$ cat src/hw/rtl/ste_pkg.sv
package ste_pkg;

	localparam int NUM_SLOTS = 8;
	localparam int IDX_W     = $clog2(NUM_SLOTS);
	localparam int OP_W      = 2;
	localparam int STATUS_W  = 2;
	localparam int TOKEN_W   = 64;
	localparam int USER_W    = 22;
	localparam int TIME_W    = 32;

	localparam logic [TIME_W-1:0] TIMEOUT_RESET = 32'd1800000;

	localparam logic [OP_W-1:0] OP_OPEN  = 2'd0;
	localparam logic [OP_W-1:0] OP_CLOSE = 2'd1;
	localparam logic [OP_W-1:0] OP_CHECK = 2'd2;

	localparam logic [STATUS_W-1:0] ST_OK        = 2'd0;
	localparam logic [STATUS_W-1:0] ST_NOT_FOUND = 2'd1;
	localparam logic [STATUS_W-1:0] ST_EXPIRED   = 2'd2;

	typedef logic [IDX_W-1:0] idx_t;

	typedef struct packed {
		logic [TOKEN_W-1:0] token_high;
		logic [TOKEN_W-1:0] token_low;
		logic [USER_W-1:0]  user;
		logic [TIME_W-1:0]  created;
		logic [TIME_W-1:0]  last_used;
	} slot_t;

endpackage

$ cat src/hw/rtl/ste_slot_mem.sv
module ste_slot_mem (
	input  logic          clk,
	input  logic          wr_en,
	input  ste_pkg::idx_t wr_addr,
	input  ste_pkg::slot_t wr_data,
	input  logic          rd_en,
	input  ste_pkg::idx_t rd_addr,
	output ste_pkg::slot_t rd_data
);

	ste_pkg::slot_t mem [ste_pkg::NUM_SLOTS];

	always_ff @(posedge clk) begin
		if (wr_en) begin
			mem[wr_addr] <= wr_data;
		end
	end

	always_ff @(posedge clk) begin
		if (rd_en) begin
			rd_data <= mem[rd_addr];
		end
	end

endmodule

$ cat src/hw/rtl/session_table_with_expiry_top.sv
// Session table: eight slots, each holding a 128-bit token, a user id, a
// creation time, a last-use time and an active bit.
// Command channel: drive opcode, token_high/low, user_id and now_ms with
// start; the command is taken at an edge where start is high and busy low.
// Result channel: done pulses for one cycle with status, slot_index,
// user_id_out and evicted; the receiver must take the word in that cycle.
// Config channel: cfg_data is written to the idle timeout when cfg_valid is
// high; cfg_ready is always high. Write it only while the block is idle.
// Timing: an open that finds a free slot, and an unused opcode, answer in the
// cycle after the command. Any other command scans the slot memory one slot
// per cycle through its single registered read port: an open that must evict
// reads every slot, a close or check stops at the slot where the token matches
// or at the last slot. One command is in flight at a time.
// Reset clears every active bit and loads the timeout with 1800000 ms; the
// slot memory contents are not cleared, since inactive slots are never read
// for a result. No clearing pass is needed.
module session_table_with_expiry_top (
	input  logic                                clk,
	input  logic                                arst_n,
	input  logic                                start,
	output logic                                busy,
	input  logic [ste_pkg::OP_W-1:0]            opcode,
	input  logic [ste_pkg::TOKEN_W-1:0]         token_high,
	input  logic [ste_pkg::TOKEN_W-1:0]         token_low,
	input  logic [ste_pkg::USER_W-1:0]          user_id,
	input  logic [ste_pkg::TIME_W-1:0]          now_ms,
	input  logic                                cfg_valid,
	output logic                                cfg_ready,
	input  logic [ste_pkg::TIME_W-1:0]          cfg_data,
	output logic                                done,
	output logic [ste_pkg::STATUS_W-1:0]        status,
	output logic [ste_pkg::IDX_W-1:0]           slot_index,
	output logic [ste_pkg::USER_W-1:0]          user_id_out,
	output logic                                evicted
);

	typedef enum logic [1:0] {
		S_IDLE = 2'b01,
		S_SCAN = 2'b10
	} state_t;

	localparam ste_pkg::idx_t LAST_IDX = ste_pkg::IDX_W'(ste_pkg::NUM_SLOTS - 1);

	state_t state_q, state_d;

	logic [ste_pkg::NUM_SLOTS-1:0] active_q;
	logic [ste_pkg::TIME_W-1:0]    timeout_q;

	logic [ste_pkg::OP_W-1:0]      op_q;
	logic [ste_pkg::TOKEN_W-1:0]   tok_high_q;
	logic [ste_pkg::TOKEN_W-1:0]   tok_low_q;
	logic [ste_pkg::USER_W-1:0]    user_q;
	logic [ste_pkg::TIME_W-1:0]    now_q;

	logic           issue_q;
	ste_pkg::idx_t  ptr_q;
	logic           rd_vld_s1;
	ste_pkg::idx_t  rd_idx_s1;
	ste_pkg::slot_t rd_data;

	ste_pkg::idx_t              min_idx_q;
	logic [ste_pkg::TIME_W-1:0] min_created_q;
	logic                       cand_take;
	ste_pkg::idx_t              cand_idx;

	logic                       any_free;
	ste_pkg::idx_t              free_idx;
	logic                       hit;
	logic                       last_s1;
	logic [ste_pkg::TIME_W-1:0] elapsed;
	ste_pkg::slot_t             refresh_word;

	logic           wr_en;
	ste_pkg::idx_t  wr_addr;
	ste_pkg::slot_t wr_data;
	logic           set_en;
	logic           clr_en;

	logic                          res_fire;
	logic [ste_pkg::STATUS_W-1:0]  res_status;
	ste_pkg::idx_t                 res_idx;
	logic [ste_pkg::USER_W-1:0]    res_user;
	logic                          res_ev;

	logic                          done_q;
	logic [ste_pkg::STATUS_W-1:0]  status_q;
	ste_pkg::idx_t                 idx_q;
	logic [ste_pkg::USER_W-1:0]    user_out_q;
	logic                          ev_q;

	ste_slot_mem u_mem (
		.clk     (clk),
		.wr_en   (wr_en),
		.wr_addr (wr_addr),
		.wr_data (wr_data),
		.rd_en   (issue_q),
		.rd_addr (ptr_q),
		.rd_data (rd_data)
	);

	assign busy        = (state_q != S_IDLE);
	assign cfg_ready   = 1'b1;
	assign done        = done_q;
	assign status      = status_q;
	assign slot_index  = idx_q;
	assign user_id_out = user_out_q;
	assign evicted     = ev_q;

	// lowest inactive slot
	always_comb begin
		free_idx = '0;
		for (int i = ste_pkg::NUM_SLOTS - 1; i >= 0; i--) begin
			if (!active_q[i]) begin
				free_idx = ste_pkg::IDX_W'(i);
			end
		end
	end

	assign any_free = ~&active_q;
	assign last_s1  = (rd_idx_s1 == LAST_IDX);
	assign hit      = active_q[rd_idx_s1] && (rd_data.token_high == tok_high_q) &&
	                  (rd_data.token_low == tok_low_q);
	assign elapsed  = now_q - rd_data.last_used;

	// strict less keeps the lowest index on a tie
	assign cand_take = (rd_idx_s1 == '0) || (rd_data.created < min_created_q);
	assign cand_idx  = cand_take ? rd_idx_s1 : min_idx_q;

	always_comb begin
		refresh_word           = rd_data;
		refresh_word.last_used = now_q;
	end

	always_comb begin
		state_d    = state_q;
		wr_en      = 1'b0;
		wr_addr    = free_idx;
		wr_data    = '{token_high, token_low, user_id, now_ms, now_ms};
		set_en     = 1'b0;
		clr_en     = 1'b0;
		res_fire   = 1'b0;
		res_status = ste_pkg::ST_NOT_FOUND;
		res_idx    = '0;
		res_user   = '0;
		res_ev     = 1'b0;
		case (state_q)
			S_IDLE: begin
				if (start) begin
					if (opcode == ste_pkg::OP_OPEN && any_free) begin
						wr_en      = 1'b1;
						set_en     = 1'b1;
						res_fire   = 1'b1;
						res_status = ste_pkg::ST_OK;
						res_idx    = free_idx;
						res_user   = user_id;
					end else if (opcode == ste_pkg::OP_OPEN || opcode == ste_pkg::OP_CLOSE ||
					             opcode == ste_pkg::OP_CHECK) begin
						state_d = S_SCAN;
					end else begin
						res_fire = 1'b1;
					end
				end
			end
			S_SCAN: begin
				if (rd_vld_s1) begin
					if (op_q == ste_pkg::OP_OPEN) begin
						if (last_s1) begin
							wr_en      = 1'b1;
							wr_addr    = cand_idx;
							wr_data    = '{tok_high_q, tok_low_q, user_q, now_q, now_q};
							set_en     = 1'b1;
							res_fire   = 1'b1;
							res_status = ste_pkg::ST_OK;
							res_idx    = cand_idx;
							res_user   = user_q;
							res_ev     = 1'b1;
							state_d    = S_IDLE;
						end
					end else if (hit) begin
						res_fire = 1'b1;
						res_idx  = rd_idx_s1;
						res_user = rd_data.user;
						state_d  = S_IDLE;
						if (op_q == ste_pkg::OP_CLOSE) begin
							clr_en     = 1'b1;
							res_status = ste_pkg::ST_OK;
						end else if (elapsed > timeout_q) begin
							clr_en     = 1'b1;
							res_status = ste_pkg::ST_EXPIRED;
						end else begin
							wr_en      = 1'b1;
							wr_addr    = rd_idx_s1;
							wr_data    = refresh_word;
							res_status = ste_pkg::ST_OK;
						end
					end else if (last_s1) begin
						res_fire = 1'b1;
						state_d  = S_IDLE;
					end
				end
			end
			default: begin
				state_d = S_IDLE;
			end
		endcase
	end

	always_ff @(posedge clk or negedge arst_n) begin
		if (!arst_n) begin
			state_q   <= S_IDLE;
			active_q  <= '0;
			timeout_q <= ste_pkg::TIMEOUT_RESET;
			issue_q   <= 1'b0;
			ptr_q     <= '0;
			rd_vld_s1 <= 1'b0;
			done_q    <= 1'b0;
		end else begin
			state_q <= state_d;
			done_q  <= res_fire;
			if (cfg_valid && cfg_ready) begin
				timeout_q <= cfg_data;
			end
			if (set_en) begin
				active_q[wr_addr] <= 1'b1;
			end
			if (clr_en) begin
				active_q[rd_idx_s1] <= 1'b0;
			end
			rd_vld_s1 <= (state_q == S_SCAN) && issue_q && (state_d == S_SCAN);
			if (state_q == S_IDLE && state_d == S_SCAN) begin
				issue_q <= 1'b1;
				ptr_q   <= '0;
			end else if (state_d == S_IDLE) begin
				issue_q <= 1'b0;
			end else if (issue_q) begin
				// stop issuing after the last slot
				if (ptr_q == LAST_IDX) begin
					issue_q <= 1'b0;
				end else begin
					ptr_q <= ptr_q + 1'b1;
				end
			end
		end
	end

	always_ff @(posedge clk) begin
		if (state_q == S_IDLE && start) begin
			op_q       <= opcode;
			tok_high_q <= token_high;
			tok_low_q  <= token_low;
			user_q     <= user_id;
			now_q      <= now_ms;
		end
		rd_idx_s1 <= ptr_q;
		if (rd_vld_s1) begin
			min_idx_q     <= cand_idx;
			min_created_q <= cand_take ? rd_data.created : min_created_q;
		end
		if (res_fire) begin
			status_q   <= res_status;
			idx_q      <= res_idx;
			user_out_q <= res_user;
			ev_q       <= res_ev;
		end
	end

endmodule

$ cat config.mk
export PLATFORM = sky130hd
export DESIGN_NAME = session_table_with_expiry_top
export DESIGN_NICKNAME = d
export VERILOG_FILES = /design/src/hw/rtl/ste_pkg.sv /design/src/hw/rtl/ste_slot_mem.sv /design/src/hw/rtl/session_table_with_expiry_top.sv
export SDC_FILE = /design/constraint.sdc
export NUM_CORES = 2
export LEC_CHECK = 0
export BUFFER_PORTS_ARGS = -buffer_cell sky130_fd_sc_hd__buf_2
export CAP_MARGIN = 10
export CORE_AREA = 2 2 479 481
export CTS_BUF_LIST = sky130_fd_sc_hd__clkbuf_4
export DETAILED_ROUTE_END_ITERATION = 8
export DIE_AREA = 0 0 481 483
export HOLD_SLACK_MARGIN = 0.1
export PLACE_DENSITY = 0.55
export SYNTH_ARGS = -nofsm -noshare
export SYNTH_HDL_FRONTEND = slang
export SYNTH_SLANG_ARGS = --single-unit
$ cat constraint.sdc
create_clock -name clk -period 39.1 [get_ports clk]
set_input_delay 5.865 -clock clk [delete_from_list [all_inputs] [get_ports clk]]
set_output_delay 5.865 -clock clk [all_outputs]
set_load 0.02 [all_outputs]
# ---- After elaboration in Yosys (flattened, before gate mapping)
# Memories as Yosys holds them, arrays and structs flattened. A register that Yosys moved wholly into a read port is not among the register bits.
# Index checks and enable logic that the tools add are counted.
dict set report classes {
  n_lt_le_gt_ge 6
  muxes 97
  bitwise_logic 3
  reduce_logical 20
  addsub 2
  n_eq_ne 14
}
# operator count
set ops {}
lappend ops {{two-way mux 214 bit} 7}
lappend ops {{two-way mux 22 bit} 6}
lappend ops {{equality test 64 bit} 2}
lappend ops {{two-way mux 3 bit} 26}
lappend ops {{one-hot mux 22 bit (2 select lines)} 1}
lappend ops {{two-way mux 1 bit} 34}
lappend ops {{> comparator 32 bit} 1}
lappend ops {{< comparator 32 bit} 1}
lappend ops {{subtractor 32 bit} 1}
lappend ops {{two-way mux 2 bit} 12}
lappend ops {{two-way mux 8 bit} 2}
lappend ops {{logical AND 1 bit} 9}
lappend ops {{AND 8 bit} 1}
lappend ops {{equality test 2 x 1 -> 1 bit (second input constant)} 4}
lappend ops {{< comparator 3 x 4 -> 1 bit (second input constant)} 2}
lappend ops {{NOT 8 bit} 1}
lappend ops {{OR 8 bit} 1}
lappend ops {{one-hot mux 2 bit (2 select lines)} 2}
lappend ops {{AND reduction 8 bit} 1}
lappend ops {{demux 1 bit (select 3 bit)} 2}
lappend ops {{equality test 2 bit (second input constant)} 3}
lappend ops {{equality test 3 bit (second input constant)} 2}
lappend ops {{>= comparator 3 x 1 -> 1 bit (second input constant)} 2}
lappend ops {{one-hot mux 1 bit (2 select lines)} 3}
lappend ops {{12 further kinds} 16}
dict set report totals {
  wordCells 162
  ramBits 1712
  regBits 298
  out_inout_bits 31
  memories 1
  input_bits 220
}
# memory words width rd rd_ports_with_merged_regs write_ports line_no
set memory_table {}
lappend memory_table {u_mem.mem 8 214 1 1 1 ste_slot_mem.sv:11} ;# ste_pkg::slot_t mem [ste_pkg::NUM_SLOTS];

# ---- Longest topological paths before layout
dict set report logic_depth {
  ltp_word 22
  mapped_depth 26
}

# ---- Modules after synthesis
# A second synthesis with hierarchy kept.
dict set report unflattened {
  cells_unflattened 4893
  area_unflattened_um2 92294.8
}
# mod area_per_inst_um2 seq_area_each_um2 instances cells_each
set by_module_without_submodules {}
lappend by_module_without_submodules {ste_slot_mem 72454.5 57835.5 1 2701}
lappend by_module_without_submodules {session_table_with_expiry_top 19840.3 8693.3 1 2192}

# ---- Worst setup path before layout
# OpenSTA, ideal clock, no wires.
dict set report synth_path {
  path_kind {input -> register}
  from {in start}
  to {mem u_mem.mem[0][0] in the netlist's numbering, enable pin}
  path_buffers 0
  required_ns 38.308
  stages 5
  slack_ns 18.464
  t_arrival_ns 19.844
  setup_time_ns 0.792
  path_cell_list {and2_1 -> nand2_1 -> a21o_1 -> or2_1 -> nor2_1}
}
dict set report synth_between {
  elab_chain_len 4
}
# item line_no
set synth_rtl {}
lappend synth_rtl {{from (decl)} session_table_with_expiry_top.sv:20} ;# input logic start,
lappend synth_rtl {{two-way mux 1 bit} session_table_with_expiry_top.sv:148} ;# if (start) begin
lappend synth_rtl {{one-hot mux 1 bit (2 select lines)} session_table_with_expiry_top.sv:146} ;# case (state_q)
lappend synth_rtl {{two-way mux 1 bit} ste_slot_mem.sv:14} ;# if (wr_en) begin
lappend synth_rtl {{two-way mux 1 bit (not written as such)} ste_slot_mem.sv:15} ;# mem[wr_addr] <= wr_data;
lappend synth_rtl {{to (decl)} ste_slot_mem.sv:11}
# Every way passes these cells.

# ---- Final worst setup path
dict set report layout_path {
  from {reg now_q[0] in the netlist's numbering}
  to {mem u_mem.mem[7][130] in the netlist's numbering, enable pin}
}
dict set report layout_between {
  elab_chain_len 10
  word_cells_on_any_way 16
  cone_classes {add/sub: 1; order compare: 1; mux: 14}
}
# item line_no
set layout_rtl {}
lappend layout_rtl {{from (decl)} session_table_with_expiry_top.sv:53} ;# logic [ste_pkg::TIME_W-1:0] now_q;
lappend layout_rtl {{from (signal assigned)} session_table_with_expiry_top.sv:252} ;# now_q <= now_ms;
lappend layout_rtl {{subtractor 32 bit (*)} session_table_with_expiry_top.sv:123} ;# assign elapsed = now_q - rd_data.last_used;
lappend layout_rtl {{> comparator 32 bit (*)} session_table_with_expiry_top.sv:187} ;# end else if (elapsed > timeout_q) begin
lappend layout_rtl {{two-way mux 1 bit} session_table_with_expiry_top.sv:187}
lappend layout_rtl {{two-way mux 1 bit} session_table_with_expiry_top.sv:184} ;# if (op_q == ste_pkg::OP_CLOSE) begin
lappend layout_rtl {{two-way mux 1 bit} session_table_with_expiry_top.sv:179} ;# end else if (hit) begin
lappend layout_rtl {{two-way mux 1 bit} session_table_with_expiry_top.sv:166} ;# if (op_q == ste_pkg::OP_OPEN) begin
lappend layout_rtl {{two-way mux 1 bit} session_table_with_expiry_top.sv:165} ;# if (rd_vld_s1) begin
lappend layout_rtl {{one-hot mux 1 bit (2 select lines)} session_table_with_expiry_top.sv:146}
lappend layout_rtl {{two-way mux 1 bit} ste_slot_mem.sv:14}
lappend layout_rtl {{two-way mux 1 bit (not written as such)} ste_slot_mem.sv:15}
# Mark *: on every way between the ends. The rest lies on a longest branch, timed or not.

==> reports/qor.csv <==
metric;value;unit
max incr delay on CP;0.94;ns
Global Route Usage Sum;20.9;%
busiest grt layer;met2;
die span in y;483;µm
area post-placement;95300;µm²
layout cells sized above 1;32.0;%
Final min period;9.99;ns
first-pass GRT wire length;355;mm
Sum Neg Setup Slack;0;ns
Fin. Hold Viols;0;
Synth cell types;77;
Yosys Warn Count;0;
vias;50000;
Congestion Overflow GR;0;
Synth Register Bits;2224;
Psw;1.69;mW
clock slew at reported path FFs;0.06;ns
post-synthesis compound-gate area fraction;4.41;%
Post-synth EDFFs;2173;
post-DP HPWL;135;mm
I/O Buffers;249;
final-report setup violation count;0;
Slew HR;16.4;%
Switching Fraction;27.8;%
main combinational cell family by area after synthesis;multiplexers;
clock skew;0.105;ns
root buffer selected by CTS;clkbuf_4;
Num CTS Buffers;601;
P&R area growth vs syn;13.6;%
ranking of synthesized cells by area;edfxtp_1, mux4_2, mux2_2;
Ports;251;
post-synthesis instance total;4970;
largest net degree at the start of global routing;143;
startpoint types;register;
post-layout util;45.3;%
FMAX;0.100;GHz
Peak supply drop;0.0000548;V
Worst setup startpoint;now_q[0]$_DFFE_PP_;
cell with the most instances after synthesis;edfxtp_1;
min-delay src;u_mem.rd_data[58]$_DFFE_PP_;
Arr. time, crit path;10.96;ns
xor and xnor fraction of the mapped netlist area;1.36;%
post-synthesis sequential area ratio;73.6;%
Synth Flop Type;edfxtp_1;
Initial Utilization;39.8;%
mapped cell area;90400;µm²
Post-Layout Inst Area;103000;µm²
initial antenna violation count;67;
post-CTS setup buffer count;0;
Worst Hold Class;reg2reg;
fin crit share;25.5;%
H-tree levels;6;
mux contribution to synthesized area;13.4;%
Setup WS post-layout;29.11;ns
Pint;4.39;mW
Synth Net Count;5289;
Post-Syn Area per Cell;18.2;µm²
Placer Congestion;0.835;
max_cap viols;0;
Worst Tran Pin Value;1.24;ns
die area;232000;µm²
crit path max fanout;53;
Avg Vias per Cell;5.51;
number of DRC markers in iteration 0;4474;
clk sinks;2224;
DRC;0;
CP dominant cell by count;buf_4;
layout net count;5967;
Clk network pwr share;33.1;%
Clk Latency, worst-skew pair;1.40;ns
Crit path required time;40.07;ns
Post-CTS Hold Fix Bufs;0;
Post-Synth Simple-Gate Area;4.25;%
Reg power frac;47.8;%
Final ANT Viol Nets;0;
CORE AREA;227000;µm²
row count;175;
total power;6.08;mW
post-synth top area cell;edfxtp_1;
post-CTS sizing;0;
Post-synth top cells;edfxtp_1, nand2_1, mux4_2, mux2_2, nor2_1;
CTS Buffer Depth;4;
met1 Usage GRT;28.1;%
fraction of registers with async set or reset after synthesis;2.16;%
Combinational Power Share;19.0;%
status;finished clean;
Critical-path top delay cell;buf_4;
RSZ-0062 raised after global routing;no;
Cell Pwr Density;59.2;nW/µm²
Crit Path Class;reg2reg;
CTS tree;built;
post-synth top area share;72.2;%
GR Util met2;33.5;%
Final Routed Wirelength;245;mm
GR Util met3;5.32;%
Die Span X;481;µm
Post-Place Setup Slack;29.03;ns
fill count;19900;
Pre-antenna DRT Iters;6;
CP Capture Type;register;
fin. max-slew vios;0;
Avg WL per Cell;27.0;µm
r2r startpoint;now_q[0]$_DFFE_PP_;
Lkg Pwr;34.2;nW
vias in the first global route;52100;
Adder-Cell Fraction of Synth Area;1.38;%
## cell usage in the layout, fill, tap and decap left out, types with 11 or more instances in the layout
cell type	synthesis	final
a21o_1	16	16
mux4_2	428	428
o21ai_0	86	86
nor2b_1	25	25
o22a_1	102	102
buf_12	0	11
xnor2_1	40	40
nand2_1	481	478
nor2_4	0	12
buf_2	1	249
a22oi_1	82	82
dfrtp_1	36	32
clkbuf_4	0	887
nor4_1	49	49
buf_4	1	62
nand3_1	18	18
dfstp_2	12	12
nand4_1	28	28
mux2_2	217	217
clkinv_1	1	74
ha_1	98	98
edfxtp_1	2173	2173
inv_1	129	129
nor3_1	17	17
a21oi_1	128	126
diode_2	0	28
nand2b_1	12	12
nor2_1	207	195
a31oi_1	106	106
xor2_1	100	100
## kinds of logic after synthesis
kind of cell,Yosys count
AOI/OAI and AO/OA,595
xor gates and xnor gates,140
adders and majority gates,99
buffers and inverters,378
DFF,2224
muxes,648
other,1
and+or+nand+nor,885
## power groups by stage
stage          clock network [mW]  logic (mW)  registers (mW)
6_report                     2.01        1.16            2.91
5_1_grt                      2.20        1.25            2.92
4_1_cts                      2.08        1.18            2.91
3_5_place_dp                    0        1.17            2.96
3_3_place_gp                    0        1.17            2.95
2_1_floorplan                   0       0.808            2.95
## through the flow
step	cells	hold slack (ns)
finish	9073	0.481
floorplan	4970	0.369
global placement	8053	0.484
detailed placement	8053	0.490
CTS	9044	0.494
global route	9058	0.507
## flip-flops by register name, summed over array words and instances, names as in the netlist, 2 cells and up
signal and count:
slot_index 3, min_idx_q 3, timeout_q 32, tok_low_q 64, state_q 2, active_q 8, ptr_q 3, status 2
min_created_q 32, now_q 32, user_q 22, rd_idx_s1 3, u_mem.mem 1712, op_q 2, tok_high_q 64, user_id_out 22
u_mem.rd_data 214
## layout make-up
class / count / area, µm² / area share (%)
clock buffer: 887 / 6660 / 6.49
tap: 3009 / 3760 / 3.67
inverter: 130 / 488 / 0.475
sequential: 2224 / 66500 / 64.8
timing repair buffer: 323 / 1960 / 1.91
antenna: 28 / 70.1 / 0.0682
clock inverter: 104 / 614 / 0.598
multi-input combinational: 2368 / 22600 / 22.0
## routing by layer
layer / vias up / wire length (µm)
met1: 26100 / 104000
met2: 1841 / 117000
li1: 21600 / -
met5: - / 308
met3: 453 / 18100
met4: 48 / 5990
## worst max-delay path: cells and delay by family, from the launching register on
family          cells  cell delay (ns)
compound gates      9             2.01
xor+xnor            1             0.09
fa+ha+maj           3             0.87
buf+inv             5             2.48
flops               1             0.39
simple gates       10             3.67
## worst paths after layout
path                                                     to  slack (ns)  cells after the start
worst min-delay path            min_created_q[26]$_DFFE_PP_        0.48                      0
worst min register to register  min_created_q[26]$_DFFE_PP_        0.48                      0
worst max register to register  u_mem.mem[7][130]$_DFFE_PP_       29.11                     28
min in group asynchronous         timeout_q[29]$_DFFE_PN0P_        4.66                      2
max in group asynchronous                 issue_q$_DFF_PN0_       33.72                      2
worst max-delay path            u_mem.mem[7][130]$_DFFE_PP_       29.11                     28
(Power assumes the default switching activity.)
